[config.mk]
export PLATFORM = sky130hd
export DESIGN_NAME = ultrasonic_echo_ranging_median_unit
export DESIGN_NICKNAME = d
export VERILOG_FILES = /design/src/rtl/core/uerm_pkg.sv /design/src/rtl/core/uerm_tick.sv /design/src/rtl/core/uerm_median.sv /design/src/rtl/core/ultrasonic_echo_ranging_median_unit.sv
export SDC_FILE = /design/constraint.sdc
export NUM_CORES = 1
export LEC_CHECK = 0
export ABC_AREA = 1
export BUFFER_PORTS_ARGS = -buffer_cell sky130_fd_sc_hd__buf_2
export CAP_MARGIN = 10
export CELL_PAD_IN_SITES_DETAIL_PLACEMENT = 0
export CELL_PAD_IN_SITES_GLOBAL_PLACEMENT = 1
export CORE_MARGIN = 2
export CORE_UTILIZATION = 47
export DETAILED_ROUTE_END_ITERATION = 16
export PLACE_DENSITY_LB_ADDON = 0.1
export SLEW_MARGIN = 25
export SYNTH_ARGS = -nofsm -noshare
export SYNTH_HDL_FRONTEND = slang
export SYNTH_SLANG_ARGS = --single-unit
[constraint.sdc]
create_clock -name i_clk -period 6.2 [get_ports i_clk]
set_input_delay 0.62 -clock i_clk [delete_from_list [all_inputs] [get_ports i_clk]]
set_output_delay 0.62 -clock i_clk [all_outputs]
set_load 0.05 [all_outputs]
[src/rtl/core/uerm_pkg.sv]
package uerm_pkg;

    // sequence length default
    localparam int READINGS_DEF = 5;

    // field and register widths
    localparam int TC_W   = 16;
    localparam int TRIG_W = 10;
    localparam int READ_W = 11;
    localparam int DIST_W = 12;
    localparam int REM_W  = 6;

    // ticks of echo width per centimeter
    localparam int CM_DIVISOR = 58;

    // configuration register reset values
    localparam logic [TC_W-1:0]   TIMEOUT_RST = 16'd30000;
    localparam logic [TRIG_W-1:0] TRIGGER_RST = 10'd150;

    // configuration register indexes
    localparam int CFG_IDX_W = 1;
    localparam logic [CFG_IDX_W-1:0] CFG_TIMEOUT = 1'b0;
    localparam logic [CFG_IDX_W-1:0] CFG_TRIGGER = 1'b1;

    // per-tick status flags from the ranging sequencer
    typedef struct packed {
        logic failed;
        logic done;
        logic busy;
        logic trigger;
    } t_tick_res;

    // reading store write request
    typedef struct packed {
        logic              en;
        logic [READ_W-1:0] data;
    } t_store_wr;

endpackage

[src/rtl/core/uerm_tick.sv]
module uerm_tick
    import uerm_pkg::*;
#(
    parameter int READINGS = READINGS_DEF,
    parameter int CNT_W    = $clog2(READINGS + 1),
    parameter int ADDR_W   = (READINGS > 1) ? $clog2(READINGS) : 1
) (
    input  logic              i_clk,
    input  logic              i_rst_n,
    input  logic              i_step,
    input  logic              i_start,
    input  logic              i_echo,
    input  logic [TC_W-1:0]   i_timeout_us,
    input  logic [TRIG_W-1:0] i_trigger_us,
    output t_tick_res         o_res,
    output logic              o_enter_report,
    output t_store_wr         o_wr,
    output logic [ADDR_W-1:0] o_wr_addr,
    output logic [CNT_W-1:0]  o_valid_cnt
);

    typedef enum logic [4:0] {
        PH_IDLE   = 5'b00001,
        PH_TRIG   = 5'b00010,
        PH_WHIGH  = 5'b00100,
        PH_WLOW   = 5'b01000,
        PH_REPORT = 5'b10000
    } t_phase;

    t_phase             r_phase, n_phase;
    logic [TC_W-1:0]    r_tc, n_tc;
    logic [CNT_W-1:0]   r_attempt, n_attempt;
    logic [CNT_W-1:0]   r_valid_cnt, n_valid_cnt;
    logic [REM_W-1:0]   r_rem, n_rem;
    logic [READ_W-1:0]  r_cm, n_cm;
    logic [TC_W-1:0]    tc_inc;
    logic               finish;

    assign tc_inc      = r_tc + 16'd1;
    assign o_wr_addr   = r_valid_cnt[ADDR_W-1:0];
    assign o_valid_cnt = r_valid_cnt;

    // one tick of the ranging sequence
    always_comb begin
        n_phase     = r_phase;
        n_tc        = r_tc;
        n_attempt   = r_attempt;
        n_valid_cnt = r_valid_cnt;
        n_rem       = r_rem;
        n_cm        = r_cm;
        o_res       = '0;
        o_wr        = '0;
        finish      = 1'b0;
        case (r_phase)
            PH_TRIG: begin
                o_res.trigger = 1'b1;
                o_res.busy    = 1'b1;
                n_tc          = tc_inc;
                if (tc_inc >= {{(TC_W-TRIG_W){1'b0}}, i_trigger_us} || tc_inc == '0) begin
                    n_phase = PH_WHIGH;
                    n_tc    = '0;
                end
            end
            PH_WHIGH: begin
                o_res.busy = 1'b1;
                if (i_echo) begin
                    n_phase = PH_WLOW;
                    n_tc    = 16'd1;
                    n_rem   = REM_W'(1);
                    n_cm    = '0;
                end else begin
                    n_tc = tc_inc;
                    if (tc_inc >= i_timeout_us || tc_inc == '0) begin
                        finish = 1'b1;
                    end
                end
            end
            PH_WLOW: begin
                o_res.busy = 1'b1;
                if (!i_echo) begin
                    if (r_valid_cnt < CNT_W'(READINGS)) begin
                        o_wr.en     = i_step;
                        o_wr.data   = r_cm;
                        n_valid_cnt = r_valid_cnt + CNT_W'(1);
                    end
                    finish = 1'b1;
                end else if (r_tc >= i_timeout_us || r_tc == '1) begin
                    finish = 1'b1;
                end else begin
                    // width kept as quotient and remainder of the divisor
                    n_tc = tc_inc;
                    if (r_rem == REM_W'(CM_DIVISOR - 1)) begin
                        n_rem = '0;
                        n_cm  = r_cm + READ_W'(1);
                    end else begin
                        n_rem = r_rem + REM_W'(1);
                    end
                end
            end
            PH_REPORT: begin
                o_res.done   = 1'b1;
                o_res.failed = (r_valid_cnt == '0);
                n_phase      = PH_IDLE;
                n_tc         = '0;
            end
            default: begin
                n_phase = PH_IDLE;
                if (i_start) begin
                    n_phase     = PH_TRIG;
                    n_tc        = '0;
                    n_attempt   = '0;
                    n_valid_cnt = '0;
                end
            end
        endcase

        // end of one attempt
        if (finish) begin
            n_attempt = r_attempt + CNT_W'(1);
            n_tc      = '0;
            n_phase   = (n_attempt >= CNT_W'(READINGS)) ? PH_REPORT : PH_TRIG;
        end
    end

    assign o_enter_report = i_step && (n_phase == PH_REPORT);

    always_ff @(posedge i_clk) begin
        if (!i_rst_n) begin
            r_phase     <= PH_IDLE;
            r_tc        <= '0;
            r_attempt   <= '0;
            r_valid_cnt <= '0;
            r_rem       <= '0;
            r_cm        <= '0;
        end else if (i_step) begin
            r_phase     <= n_phase;
            r_tc        <= n_tc;
            r_attempt   <= n_attempt;
            r_valid_cnt <= n_valid_cnt;
            r_rem       <= n_rem;
            r_cm        <= n_cm;
        end
    end

endmodule

[src/rtl/core/uerm_median.sv]
module uerm_median
    import uerm_pkg::*;
#(
    parameter int READINGS = READINGS_DEF,
    parameter int CNT_W    = $clog2(READINGS + 1),
    parameter int ADDR_W   = (READINGS > 1) ? $clog2(READINGS) : 1
) (
    input  logic              i_clk,
    input  logic              i_rst_n,
    input  t_store_wr         i_wr,
    input  logic [ADDR_W-1:0] i_wr_addr,
    input  logic              i_start,
    input  logic [CNT_W-1:0]  i_count,
    output logic              o_done,
    output logic [DIST_W-1:0] o_median
);

    typedef enum logic [2:0] {
        M_IDLE = 3'b001,
        M_READ = 3'b010,
        M_CMP  = 3'b100
    } t_mstate;

    logic [READ_W-1:0] r_mem [READINGS];
    logic [READ_W-1:0] r_rd_a, r_rd_b;

    t_mstate           r_state;
    logic [ADDR_W-1:0] r_i, r_j;
    logic [CNT_W-1:0]  r_n, r_rank;
    logic [DIST_W-1:0] r_acc;
    logic              r_done;

    logic              less;
    logic [CNT_W-1:0]  rank_now, rank_lo, rank_hi, n_last;
    logic              last_i, last_j;
    logic [DIST_W-1:0] add_lo, add_hi;

    // reading store: one write port, two registered read ports
    always_ff @(posedge i_clk) begin
        if (i_wr.en) begin
            r_mem[i_wr_addr] <= i_wr.data;
        end
        r_rd_a <= r_mem[r_i];
        r_rd_b <= r_mem[r_j];
    end

    // rank of entry i: entries below it, ties broken by position
    assign less     = (r_rd_b < r_rd_a) || (r_rd_b == r_rd_a && r_j < r_i);
    assign rank_now = r_rank + CNT_W'(less);
    assign n_last   = r_n - CNT_W'(1);
    assign rank_lo  = n_last >> 1;
    assign rank_hi  = r_n >> 1;
    assign last_i   = ({{(CNT_W-ADDR_W){1'b0}}, r_i} == n_last);
    assign last_j   = ({{(CNT_W-ADDR_W){1'b0}}, r_j} == n_last);
    assign add_lo   = (rank_now == rank_lo) ? DIST_W'(r_rd_a) : '0;
    assign add_hi   = (rank_now == rank_hi) ? DIST_W'(r_rd_a) : '0;

    // rank-select sequencer, alternating a read state and a compare state
    always_ff @(posedge i_clk) begin
        if (!i_rst_n) begin
            r_state <= M_IDLE;
            r_done  <= 1'b0;
            r_i     <= '0;
            r_j     <= '0;
            r_rank  <= '0;
            r_n     <= '0;
            r_acc   <= '0;
        end else begin
            r_done <= 1'b0;
            case (r_state)
                M_IDLE: begin
                    if (i_start) begin
                        r_acc  <= '0;
                        r_i    <= '0;
                        r_j    <= '0;
                        r_rank <= '0;
                        r_n    <= i_count;
                        if (i_count == '0) begin
                            r_done <= 1'b1;
                        end else begin
                            r_state <= M_READ;
                        end
                    end
                end
                M_READ: begin
                    r_state <= M_CMP;
                end
                M_CMP: begin
                    r_state <= M_READ;
                    if (last_j) begin
                        r_acc  <= r_acc + add_lo + add_hi;
                        r_rank <= '0;
                        r_j    <= '0;
                        if (last_i) begin
                            r_state <= M_IDLE;
                            r_done  <= 1'b1;
                        end else begin
                            r_i <= r_i + ADDR_W'(1);
                        end
                    end else begin
                        r_rank <= rank_now;
                        r_j    <= r_j + ADDR_W'(1);
                    end
                end
                default: begin
                    r_state <= M_IDLE;
                end
            endcase
        end
    end

    assign o_done   = r_done;
    assign o_median = r_acc;

endmodule

[src/rtl/core/ultrasonic_echo_ranging_median_unit.sv]
// Ultrasonic echo ranging with median filtering.
//
// Input stream: one item per microsecond tick, tdata = {echo, start_req}.
// Output stream: exactly one item per input item, giving trigger, busy,
// done, failed and distance in half-centimeter units as seen at tick start.
// A start in idle runs READINGS trigger/echo attempts; after the last one
// a single report item carries the median of the valid readings.
//
// An ordinary tick passes through accept, step and output load.
// The tick that ends the last attempt also runs the rank-select median on
// a single comparator, ranking each of the n valid readings in turn.
// The output register is loaded after the step, or after the median on
// that one tick. The input is not ready while a tick is in work.
//
// Reset (synchronous, active low) returns the sequence to idle, restores
// timeout_us and trigger_us defaults and empties the output register.
// A stalled receiver holds the output item; the next input item is still
// accepted and processed, and waits for the output register to free.
module ultrasonic_echo_ranging_median_unit
    import uerm_pkg::*;
#(
    parameter int READINGS = READINGS_DEF
) (
    input  logic                 i_clk,
    input  logic                 i_rst_n,
    // configuration write port
    input  logic                 i_cfg_wr_en,
    input  logic [CFG_IDX_W-1:0] i_cfg_index,
    input  logic [TC_W-1:0]      i_cfg_wdata,
    // input stream
    input  logic                 s_axis_tvalid,
    output logic                 s_axis_tready,
    input  logic [7:0]           s_axis_tdata,  // [0] start_req, [1] echo, rest zero
    // output stream
    output logic                 m_axis_tvalid,
    input  logic                 m_axis_tready,
    output logic [15:0]          m_axis_tdata   // [0] trigger, [1] busy_res, [2] done_res,
                                                // [3] failed, [15:4] distance_half_cm
);

    localparam int CNT_W  = $clog2(READINGS + 1);
    localparam int ADDR_W = (READINGS > 1) ? $clog2(READINGS) : 1;

    typedef enum logic [4:0] {
        T_IDLE   = 5'b00001,
        T_STEP   = 5'b00010,
        T_MSTART = 5'b00100,
        T_MWAIT  = 5'b01000,
        T_PUSH   = 5'b10000
    } t_tstate;

    t_tstate            r_state, n_state;
    logic [TC_W-1:0]    r_timeout;
    logic [TRIG_W-1:0]  r_trigger;
    logic               r_start, r_echo;
    t_tick_res          r_res;
    logic [DIST_W-1:0]  r_dist;
    logic               r_out_valid;
    logic [15:0]        r_out_data;

    t_tick_res          tick_res;
    logic               enter_report;
    t_store_wr          store_wr;
    logic [ADDR_W-1:0]  store_addr;
    logic [CNT_W-1:0]   valid_cnt;
    logic               med_done;
    logic [DIST_W-1:0]  median;
    logic               in_accept, out_free;

    assign in_accept     = s_axis_tvalid && s_axis_tready;
    assign out_free      = !r_out_valid || m_axis_tready;
    assign s_axis_tready = (r_state == T_IDLE);
    assign m_axis_tvalid = r_out_valid;
    assign m_axis_tdata  = r_out_data;

    // configuration registers
    always_ff @(posedge i_clk) begin
        if (!i_rst_n) begin
            r_timeout <= TIMEOUT_RST;
            r_trigger <= TRIGGER_RST;
        end else if (i_cfg_wr_en) begin
            case (i_cfg_index)
                CFG_TIMEOUT: r_timeout <= i_cfg_wdata;
                CFG_TRIGGER: r_trigger <= i_cfg_wdata[TRIG_W-1:0];
                default: ;
            endcase
        end
    end

    uerm_tick #(
        .READINGS (READINGS),
        .CNT_W    (CNT_W),
        .ADDR_W   (ADDR_W)
    ) u_tick (
        .i_clk          (i_clk),
        .i_rst_n        (i_rst_n),
        .i_step         (r_state == T_STEP),
        .i_start        (r_start),
        .i_echo         (r_echo),
        .i_timeout_us   (r_timeout),
        .i_trigger_us   (r_trigger),
        .o_res          (tick_res),
        .o_enter_report (enter_report),
        .o_wr           (store_wr),
        .o_wr_addr      (store_addr),
        .o_valid_cnt    (valid_cnt)
    );

    uerm_median #(
        .READINGS (READINGS),
        .CNT_W    (CNT_W),
        .ADDR_W   (ADDR_W)
    ) u_median (
        .i_clk     (i_clk),
        .i_rst_n   (i_rst_n),
        .i_wr      (store_wr),
        .i_wr_addr (store_addr),
        .i_start   (r_state == T_MSTART),
        .i_count   (valid_cnt),
        .o_done    (med_done),
        .o_median  (median)
    );

    // tick sequencer
    always_comb begin
        n_state = r_state;
        case (r_state)
            T_IDLE:   if (in_accept) n_state = T_STEP;
            T_STEP:   n_state = enter_report ? T_MSTART : T_PUSH;
            T_MSTART: n_state = T_MWAIT;
            T_MWAIT:  if (med_done) n_state = T_PUSH;
            T_PUSH:   if (out_free) n_state = T_IDLE;
            default:  n_state = T_IDLE;
        endcase
    end

    always_ff @(posedge i_clk) begin
        if (!i_rst_n) begin
            r_state <= T_IDLE;
        end else begin
            r_state <= n_state;
        end
    end

    // captured input item and tick result
    always_ff @(posedge i_clk) begin
        if (in_accept) begin
            r_start <= s_axis_tdata[0];
            r_echo  <= s_axis_tdata[1];
        end
        if (r_state == T_STEP) begin
            r_res  <= tick_res;
            r_dist <= (tick_res.done && !tick_res.failed) ? median : '0;
        end
    end

    // output register
    always_ff @(posedge i_clk) begin
        if (!i_rst_n) begin
            r_out_valid <= 1'b0;
        end else if (r_state == T_PUSH && out_free) begin
            r_out_valid <= 1'b1;
        end else if (m_axis_tready) begin
            r_out_valid <= 1'b0;
        end
    end

    always_ff @(posedge i_clk) begin
        if (r_state == T_PUSH && out_free) begin
            r_out_data <= {r_dist, r_res.failed, r_res.done, r_res.busy, r_res.trigger};
        end
    end

endmodule

==> results summary, run 1 <==
The number of global-route vias before repair is 9096. The number of levels in the clock H-tree came out at 1. The worst setup slack for register-to-register paths is 1.25 ns. The routability congestion estimate is 0.848. The clock buffer count from CTS is 25. The post-cts repair resize count is 0.

The most used flip-flop cell after synthesis is dfxtp_1. The placed wire-length estimate came out at 20400 µm. The run finished with clean final reports. The path with the worst hold slack has its endpoint at r_echo$_DFFE_PP_. The fraction of the cycle the final worst path needs is 79.8%.

In this run, the combinational gates consume 10.0% of the power. For the pin with the worst max-slew slack, the measured transition is 1.01 ns. The count of yosys warnings during synthesis is 0.

Between clock sinks in the finished design, the worst skew comes to 0.0155 ns. The layout-stage area growth over the synthesis result is 11.0%. The global-route usage over all layers is 21.7%. The worst register-to-register path begins at u_median.r_rd_a[2]$_DFF_P_. For this configuration, the core starts out at a cell density of 47.6%. The number of optimization iterations in the first detailed-route pass is 5. The number of buffer cells added on primary ports is 41. Per report_power, the sequential group accounts for 47.1% of the total. The reg-to-reg endpoint is u_median.o_median[8]$_SDFFE_PN0P_. The global-route congestion overflow total came out at 0. Of the total power, the share spent switching nets is 26.3%. Setup repair after global routing left no endpoint under its margin. When the netlist entered floorplanning its net count stood at 1601.

The average wire length per cell after detail routing came out at 15.1 µm. After synthesis, the cell types taking the most area are edfxtp_1 (22%), dfxtp_1 (21%), ha_1 (8.3%). The top-level port count came out at 48.

The average vias per placed instance is 5.27. The number of slew-limit violations in the final report was 0. The fmax is 202 MHz.

The number of routed nets with antenna violations came out at 0. The DRC violation total after the first TritonRoute iteration is 604. The worst hold path belongs to the class in2reg. The worst hold path begins at s_axis_tdata[1]. The number of buffers inserted by post-CTS setup repair is 0.

In this run the biggest area consumer among cell types represents 22.4% of the synthesized area. The count of flip-flops with a built-in enable after synthesis is 89. The cell with the largest stage delay on the worst path is fa_1. The number of cells traversed by the worst register-to-register path is 27. The clock tree from TritonCTS is built. After synthesis, the share of flip-flops with an asynchronous set or reset is 0%. In this run the power spent charging and discharging nets is 0.000878 W. The pin count of the biggest net entering global routing came out at 54. Row generation in the floorplan step produced 58 rows.

At the worst endpoint, the arrival time is 5.31 ns. The category of the most critical setup path is reg2reg. The synthesized design spends more area on one cell type than any other, namely edfxtp_1. The number of endpoints failing setup at the final stage came out at 0. The floorplan step defined a die boundary enclosing 26700 µm². The worst-path maximum fanout is 10. Max-cap violations in this run came to 0. On the worst path, the slowest cell contributes a delay of 0.52 ns. Measured against its own limit, the worst slew margin works out to 32.6%. The floorplan core area is 25100 µm². The global-route wire length before repair came out at 46800 µm.

After layout, the minimum clock period comes to 4.95 ns. The type of element capturing the critical path is a flip-flop. Counting instances in the post-synthesis netlist gives the leading cell types as nand2_1 (258), inv_1 (208), a21oi_1 (138).

The mean instance size in the synthesized netlist came out at 8.08 µm². The post-route worst hold slack is 0.286 ns. The post-synthesis instance area came out at 12000 µm². The cell count after synthesis came out at 1480. The power density of the placed cells came out at 252 nW/µm². The cell depth of the worst min-delay path is 1. The static leakage is 5.53 nW. Cell internal power was estimated by the tool at 0.00246 W. The number of clock sinks seen by CTS is 215.

The number of hold violations in the final report came out at 0. By instance count, the leading cell after synthesis is nand2_1. The number of hold buffers added after cts came out at 0. The antenna diode count came out at 0. Counting along the longest clock path gives a buffer depth of 3. The chip width came out at 163 µm.

The final net count came out at 1633. The tree is rooted in a clkbuf_16. The clock network burns 42.8% of the power. The netlist uses 50 different library cells. Cells with a size suffix above 1 make up 8.95% of the layout. The overall routed net length came out at 28200 µm. The critical path data required time came out at 6.56 ns. The sequential area share after synthesis came out at 43.5%.

The clock insertion delay at the later pin of the skew report came out at 0.52 ns. The clock transition at the registers of the reported paths is 0.06 ns. The peak supply drop is 0.000227 V. For this block, the via count after detailed routing is 9799. The worst setup path is launched from a flip-flop. The number of antenna violations at the first check in global routing came out at 0. For this run, design rule violations remaining after detail routing come to 0. After filler insertion, the fill cell instance count of the layout stands at 2396. The summed negative setup slack over all endpoints is 0 ns.

The register bit total from synthesis came out at 215. The height of the die came out at 163 µm.
[flip-flops by register name (all words and copies together) (netlist names), 6 cells and up]
signal	flops
u_median.r_rd_a	11
m_axis_tdata	16
r_timeout	16
u_tick.r_tc	16
u_median.r_mem	55
u_median.r_rd_b	11
u_tick.r_cm	11
r_dist	12
r_trigger	10
u_tick.r_rem	6
u_median.o_median	12
[critical path: cells and delay by family, from the launching register on]
kind                     cells  cell delay (ns)
XOR/XNOR                     1             0.15
AO/OA/AOI/OAI               11             1.33
flip-flops                   1             0.35
adder cells (fa/ha/maj)      5             1.73
buffers and inverters        3             0.27
AND/OR/NAND/NOR              7             0.95
[final cells by class]
| type | instances | area [µm²] | share of cell area [%] |
|---|---|---|---|
| Multi-Input combinational cell | 997 | 5730 | 43.2 |
| Clock inverter | 11 | 90.1 | 0.679 |
| Clock buffer | 35 | 713 | 5.37 |
| Inverter | 219 | 825 | 6.21 |
| Tap cell | 330 | 413 | 3.11 |
| Sequential cell | 215 | 5190 | 39.2 |
| Timing Repair Buffer | 54 | 303 | 2.28 |
[cell families after synthesis]
kind of cell               after synthesis  synth area share, %
buffers and inverters                  268                 8.61
adders and majority gates               91                 10.3
DFF                                    215                 43.5
and+or+nand+nor                        558                 20.6
xor gates and xnor gates                17                 1.25
AOI/OAI and AO/OA                      331                 15.8
[per-stage QoR]
step           cell area (µm²)  cells  utilization [%]  power [W]  setup WS (ns)
6_report                 13300   1861             52.8    0.00334           1.25
5_1_grt                  13300   1861             52.8    0.00348          0.662
4_1_cts                  13300   1861             52.8    0.00338           1.23
3_5_place_dp             12500   1815             49.6    0.00194           1.25
3_3_place_gp             12500   1815             49.6    0.00193           1.28
2_1_floorplan            12000   1480                -    0.00184           1.63
[power by group through the flow]
| stage | registers [W] | logic, W | clock network, W |
|---|---|---|---|
| 3_3_place_gp | 0.00160 | 0.000329 | 0 |
| 4_1_cts | 0.00158 | 0.000334 | 0.00147 |
| 2_1_floorplan | 0.00161 | 0.000233 | 0 |
| 6_report | 0.00158 | 0.000334 | 0.00143 |
| 3_5_place_dp | 0.00161 | 0.000332 | 0 |
| 5_1_grt | 0.00158 | 0.000377 | 0.00152 |
[worst max path at each step]
stage	startpoint	end	slack (ns)	cells past startpoint
floorplan	u_median.r_i[1]$_SDFFE_PN0P_	u_median.o_median[8]$_SDFFE_PN0P_	1.63	25
global placement	u_median.r_rd_a[2]$_DFF_P_	u_median.o_median[8]$_SDFFE_PN0P_	1.28	27
detailed placement	u_median.r_rd_a[2]$_DFF_P_	u_median.o_median[8]$_SDFFE_PN0P_	1.25	27
CTS	u_median.r_rd_a[2]$_DFF_P_	u_median.o_median[8]$_SDFFE_PN0P_	1.23	27
global route	u_median.r_rd_a[1]$_DFF_P_	u_median.o_median[8]$_SDFFE_PN0P_	0.66	27
finish	u_median.r_rd_a[2]$_DFF_P_	u_median.o_median[8]$_SDFFE_PN0P_	1.25	27
[per-layer routing]
metal | up-vias | track usage (%) | part of all wire, %
li1 | 5059 | - | -
met1 | 4533 | 32.6 | 52
met2 | 171 | 33.5 | 43
met3 | 36 | 2.44 | 4.1
met4 | 0 | 4.59 | 1.4
met5 | - | 0 | 0
[placed cells by master (no fill, tap or decap), types with 7 or more instances in the layout]
| cell type | netlist | final |
|---|---|---|
| a21oi_1 | 138 | 138 |
| a31oi_1 | 25 | 25 |
| buf_2 | 4 | 41 |
| buf_4 | 0 | 13 |
| clkbuf_16 | 0 | 25 |
| dfxtp_1 | 126 | 126 |
| edfxtp_1 | 89 | 89 |
| fa_1 | 12 | 12 |
| ha_1 | 79 | 79 |
| inv_1 | 208 | 208 |
| nand2_1 | 258 | 258 |
| nand2_2 | 10 | 10 |
| nand3_1 | 70 | 70 |
| nand4_1 | 30 | 30 |
| nor2_1 | 126 | 125 |
| nor3_1 | 32 | 32 |
| nor4_1 | 7 | 7 |
| o211ai_1 | 34 | 34 |
| o21ai_0 | 92 | 92 |
| o21bai_1 | 9 | 9 |
| xor2_1 | 14 | 14 |
(Power assumes the default switching activity.)
==> run 2, diff against run 1 <==
--- a/config.mk
+++ b/config.mk
@@ -5,13 +5,13 @@
 export SDC_FILE = /design/constraint.sdc
 export NUM_CORES = 1
 export LEC_CHECK = 0
-export ABC_AREA = 1
+export ABC_AREA = 0
 export BUFFER_PORTS_ARGS = -buffer_cell sky130_fd_sc_hd__buf_2
 export CAP_MARGIN = 10
 export CELL_PAD_IN_SITES_DETAIL_PLACEMENT = 0
 export CELL_PAD_IN_SITES_GLOBAL_PLACEMENT = 1
 export CORE_MARGIN = 2
-export CORE_UTILIZATION = 47
+export CORE_UTILIZATION = 49
 export DETAILED_ROUTE_END_ITERATION = 16
 export PLACE_DENSITY_LB_ADDON = 0.1
 export SLEW_MARGIN = 25
==> constraint.sdc (replaced) <==
create_clock -name i_clk -period 5.1 [get_ports i_clk]
set_input_delay 0.51 -clock i_clk [delete_from_list [all_inputs] [get_ports i_clk]]
set_output_delay 0.51 -clock i_clk [all_outputs]
set_load 0.05 [all_outputs]
==> run 2 against run 1 <==
  * Sequential share of layout area grew 0.30 points
  * Design area down 0.72%
  * Synthesized cell count shrank 25%
  * Sequential cell count unchanged
  * Hold slack worse by 0.11 ns
  * Largest power group unchanged
  * Fmax down 7.6%
  * Routed wire length fell by 12%
  * Largest cell class unchanged
  * Via count decreased by 17%
  * The run now ends with setup timing left
  * First-iteration DRC count is 16% lower
==> results summary, run 2 <==
The run finished, with violations left. The final reports fail on setup timing. In this run the clock root is driven by a clkbuf_16. Ranked by flip-flop count, first place goes to u_median.r_mem. The deepest clock path buffer count is 3 (unchanged). The clock period minus final worst setup slack is 5.35 ns (+0.406 ns). The number of buffer cells added on primary ports came out at 41 (unchanged). The height of the die came out at 156 µm (-4.8%). The clock buffer count from CTS came out at 24 (-4.0%). The sequential area share after synthesis is 46.1% (+2.6 points). The peak supply drop came out at 0.000194 V (-15%). The number of optimization iterations in the first detailed-route pass is 5 (unchanged). The global routing's busiest layer is met1. The global-route usage over all layers came out at 20.9% (-0.72 points). The worst setup slack before clock tree synthesis came out at -0.483 ns (-1.73 ns). The DRC violation total after the first TritonRoute iteration is 510 (-16%). The number of endpoints failing setup at the final stage was 2 (+2). The cell depth of the worst min-delay path is 1 (unchanged). The clock tree from TritonCTS is built.

The placement row count is 55 (-5.2%). The count of flip-flops with a built-in enable after synthesis is 89 (unchanged). The chip width came out at 156 µm (-4.8%). The number of cells produced by synthesis is 1109 (-25%). The number of hold buffers added after cts came out at 0 (unchanged).

The instance area after placement came to 12100 µm² (-2.6%). The number of maximum-capacitance constraint violations came out at 0 (unchanged). STA classifies the critical path endpoint as a flip-flop. The number of distinct library cell variants in the gate-level netlist after synthesis is 78 (+56%). The routability congestion estimate is 0.807 (-4.9%). The top cell types in the final layout, fill and taps aside, are nand2_1 (144), dfxtp_1 (124), inv_1 (91), edfxtp_1 (89), nor2_1 (80). The register bit total from synthesis is 215 (unchanged). The most common cell after layout, fill and taps aside is nand2_1.

The post-synthesis share of cell area spent on and, or, nand and nor gates was 17.3% (-3.3 points). In the synthesized netlist, the cells that appear most often are nand2_1 (145), dfxtp_1 (126), inv_1 (94). The fraction of the cycle the final worst path needs is 105% (+25 points). The antenna diode count is 0 (unchanged). The number of slew-limit violations in the final report is 0 (unchanged). The number of routed nets with antenna violations is 0 (unchanged). The clock transition at the registers of the reported paths was 0.06 ns (about the same). The global-route wire length before repair is 40800 µm (-13%). The clock insertion delay at the later pin of the skew report is 0.53 ns (about the same).

The most used flip-flop cell after synthesis is dfxtp_1. The critical path data required time was 5.51 ns (-1.05 ns). The post-synthesis instance area is 11300 µm² (-5.7%).

The share of cell area taken by muxes after synthesis came out at 6.23% (+6.2 points). The layout-stage area growth over the synthesis result came out at 16.9%. The worst-margin pin slew is 0.916 ns (-0.0943 ns). The largest incremental delay on the critical path came to 0.53 ns (about the same). The category of the most critical setup path is reg2reg. The synthesized-area fraction occupied by adder cells is 10.9% (+0.63 points). The smallest setup slack after layout was -0.254 ns (-1.51 ns). The worst slew margin relative to its limit was 38.7% (+6.1 points). The met2 track utilization from global routing was 31.5% (-1.9 points). The average vias per placed instance came out at 5.44 (+3.4%). The startpoint type of the worst setup path is a flip-flop. The number of hold violations in the final report was 0 (unchanged). The number of flip-flops under the largest register name was 55 (unchanged).

The mean instance size in the synthesized netlist was 10.2 µm² (+26%). The final worst clock skew is 0.0171 ns (+0.00161 ns). The floorplan core area came out at 22600 µm² (-10%).

The fraction of layout cells with a size suffix above 1 was 19.1% (+10 points). The total chip power is 0.00395 W (+18%). The dominant cell type by area after synthesis is edfxtp_1. The top-level port count was 48 (unchanged). The synthesized-area fraction occupied by ao, oa, aoi and oai cells was 11.2% (-4.6 points). The xor/xnor cell area share of the yosys netlist came out at 3.50% (+2.3 points). The summed negative setup slack over all endpoints is -0.304 ns (-0.304 ns). The final core utilization came out at 58.4% (+5.5 points).

The main combinational cell family by area after synthesis is simple AND/OR/NAND/NOR gates. By instance count, the leading cell after synthesis is nand2_1. The number of global-route vias before repair came to 7928 (-13%). The fmax came out at 187 MHz (-7.6%).

The full die area is 24200 µm² (-9.4%). The count of yosys warnings during synthesis came out at 0 (unchanged). Setup repair after global routing could not meet its margin everywhere.

The static leakage came to 5.47 nW (-1.1%). The buffer and inverter count on the worst path was 2 (-1). The number of levels in the clock H-tree is 1 (unchanged). The synthesized net count came to 1230 (-23%). The final net count is 1314 (-20%).

The path class of the tightest hold or removal check is in2reg. Among all stages on the critical path, the largest delay is contributed by fa_1. By area the synthesized netlist is led by edfxtp_1 (24%), dfxtp_1 (22%), ha_1 (8.8%).

The post-detailed-route DRC marker count is 0 (unchanged). The average wire length per cell after detail routing came out at 16.5 µm (+9.3%). The pin count of the biggest net entering global routing was 55 (+1.9%). The placed wire-length estimate was 17800 µm (-13%). The data arrival time of the critical path is 5.77 ns (+0.46 ns). The initial standard-cell utilization of the core came to 49.9% (+2.3 points). The number of vias after detailed routing is 8145 (-17%). The global-route congestion overflow total came out at 0 (unchanged).

On the critical path the largest part of the delay comes from compound AO/OA/AOI/OAI gates. The async set-or-reset flop fraction in the synthesized netlist came out at 0% (unchanged). The power density of the placed cells came out at 300 nW/µm² (+19%). The summed area of non-filler cells in the final layout is 13200 µm² (-0.72%). The number of antenna violations at the first check in global routing is 0 (unchanged). The worst-path maximum fanout is 3 (-7). The path length in cells of the critical path came out at 27 (unchanged). The area share of the largest cell type after synthesis came out at 23.7% (+1.4 points). The number of cells traversed by the worst register-to-register path came out at 27 (unchanged).

The global routing met3 resource utilization is 3.17% (+0.73 points). The overall routed net length came out at 24700 µm (-12%). The global routing usage on met1 is 31.9% (-0.72 points).

The number of clock sinks seen by CTS is 215 (unchanged).
[run 2: final cells by class]
type	instances	area [µm²]
clock buffers	27	643
clock inverters	17	199
fillers	1984	9400
inverters	95	359
multi-input cells	756	5760
flip-flops and latches	215	5200
well taps	285	357
repair buffers	101	663
[run 2: logic make-up (layout without fill, tap and decap cells)]
family | count (synthesis) | after routing
and+or+nand+nor | 391 | 391
DFF | 215 | 215
buffers and inverters | 138 | 240
AOI/OAI and AO/OA | 188 | 188
xor gates and xnor gates | 45 | 45
muxes | 41 | 41
adders and majority gates | 91 | 91
[run 2: path summary, 6_finish.rpt]
kind                                    from                            endpoint  slack [ns]
hold reg to reg           r_res[3]$_DFFE_PP_           m_axis_tdata[3]$_DFFE_PP_        0.41
hold / removal               s_axis_tdata[1]                    r_echo$_DFFE_PP_        0.17
setup / recovery  u_median.r_rd_a[1]$_DFF_P_  u_median.o_median[11]$_SDFFE_PN0P_       -0.25
setup reg to reg  u_median.r_rd_a[1]$_DFF_P_  u_median.o_median[11]$_SDFFE_PN0P_       -0.25
[run 2: where the power goes]
group,leakage [nW],switching [W],internal [W]
clock network,0.409,0.000714,0.00111
registers,1.85,0.0000305,0.00184
logic,3.21,0.000174,0.0000748
total,5.47,0.000919,0.00303
[run 2: metrics by stage]
step | std cells | hold WS (ns)
global placement | 1442 | 0.401
CTS | 1492 | 0.148
global route | 1496 | 0.158
detailed placement | 1442 | 0.405
floorplan | 1109 | 0.400
finish | 1496 | 0.175
[run 2: metal layers]
layer  part of all wire [%]  routed length [µm]
met5                      0                   0
met2                     42               10500
met1                     51               12600
met3                    5.2                1280
met4                    1.6                 393
[run 2: what timing repair did]
| action | CTS | global route |
|---|---|---|
| pin swaps | 27 | 15 |
| endpoints found under the setup margin | 4 | 5 |
| buffers inserted | 6 | 4 |
| resized for setup | 17 | 8 |
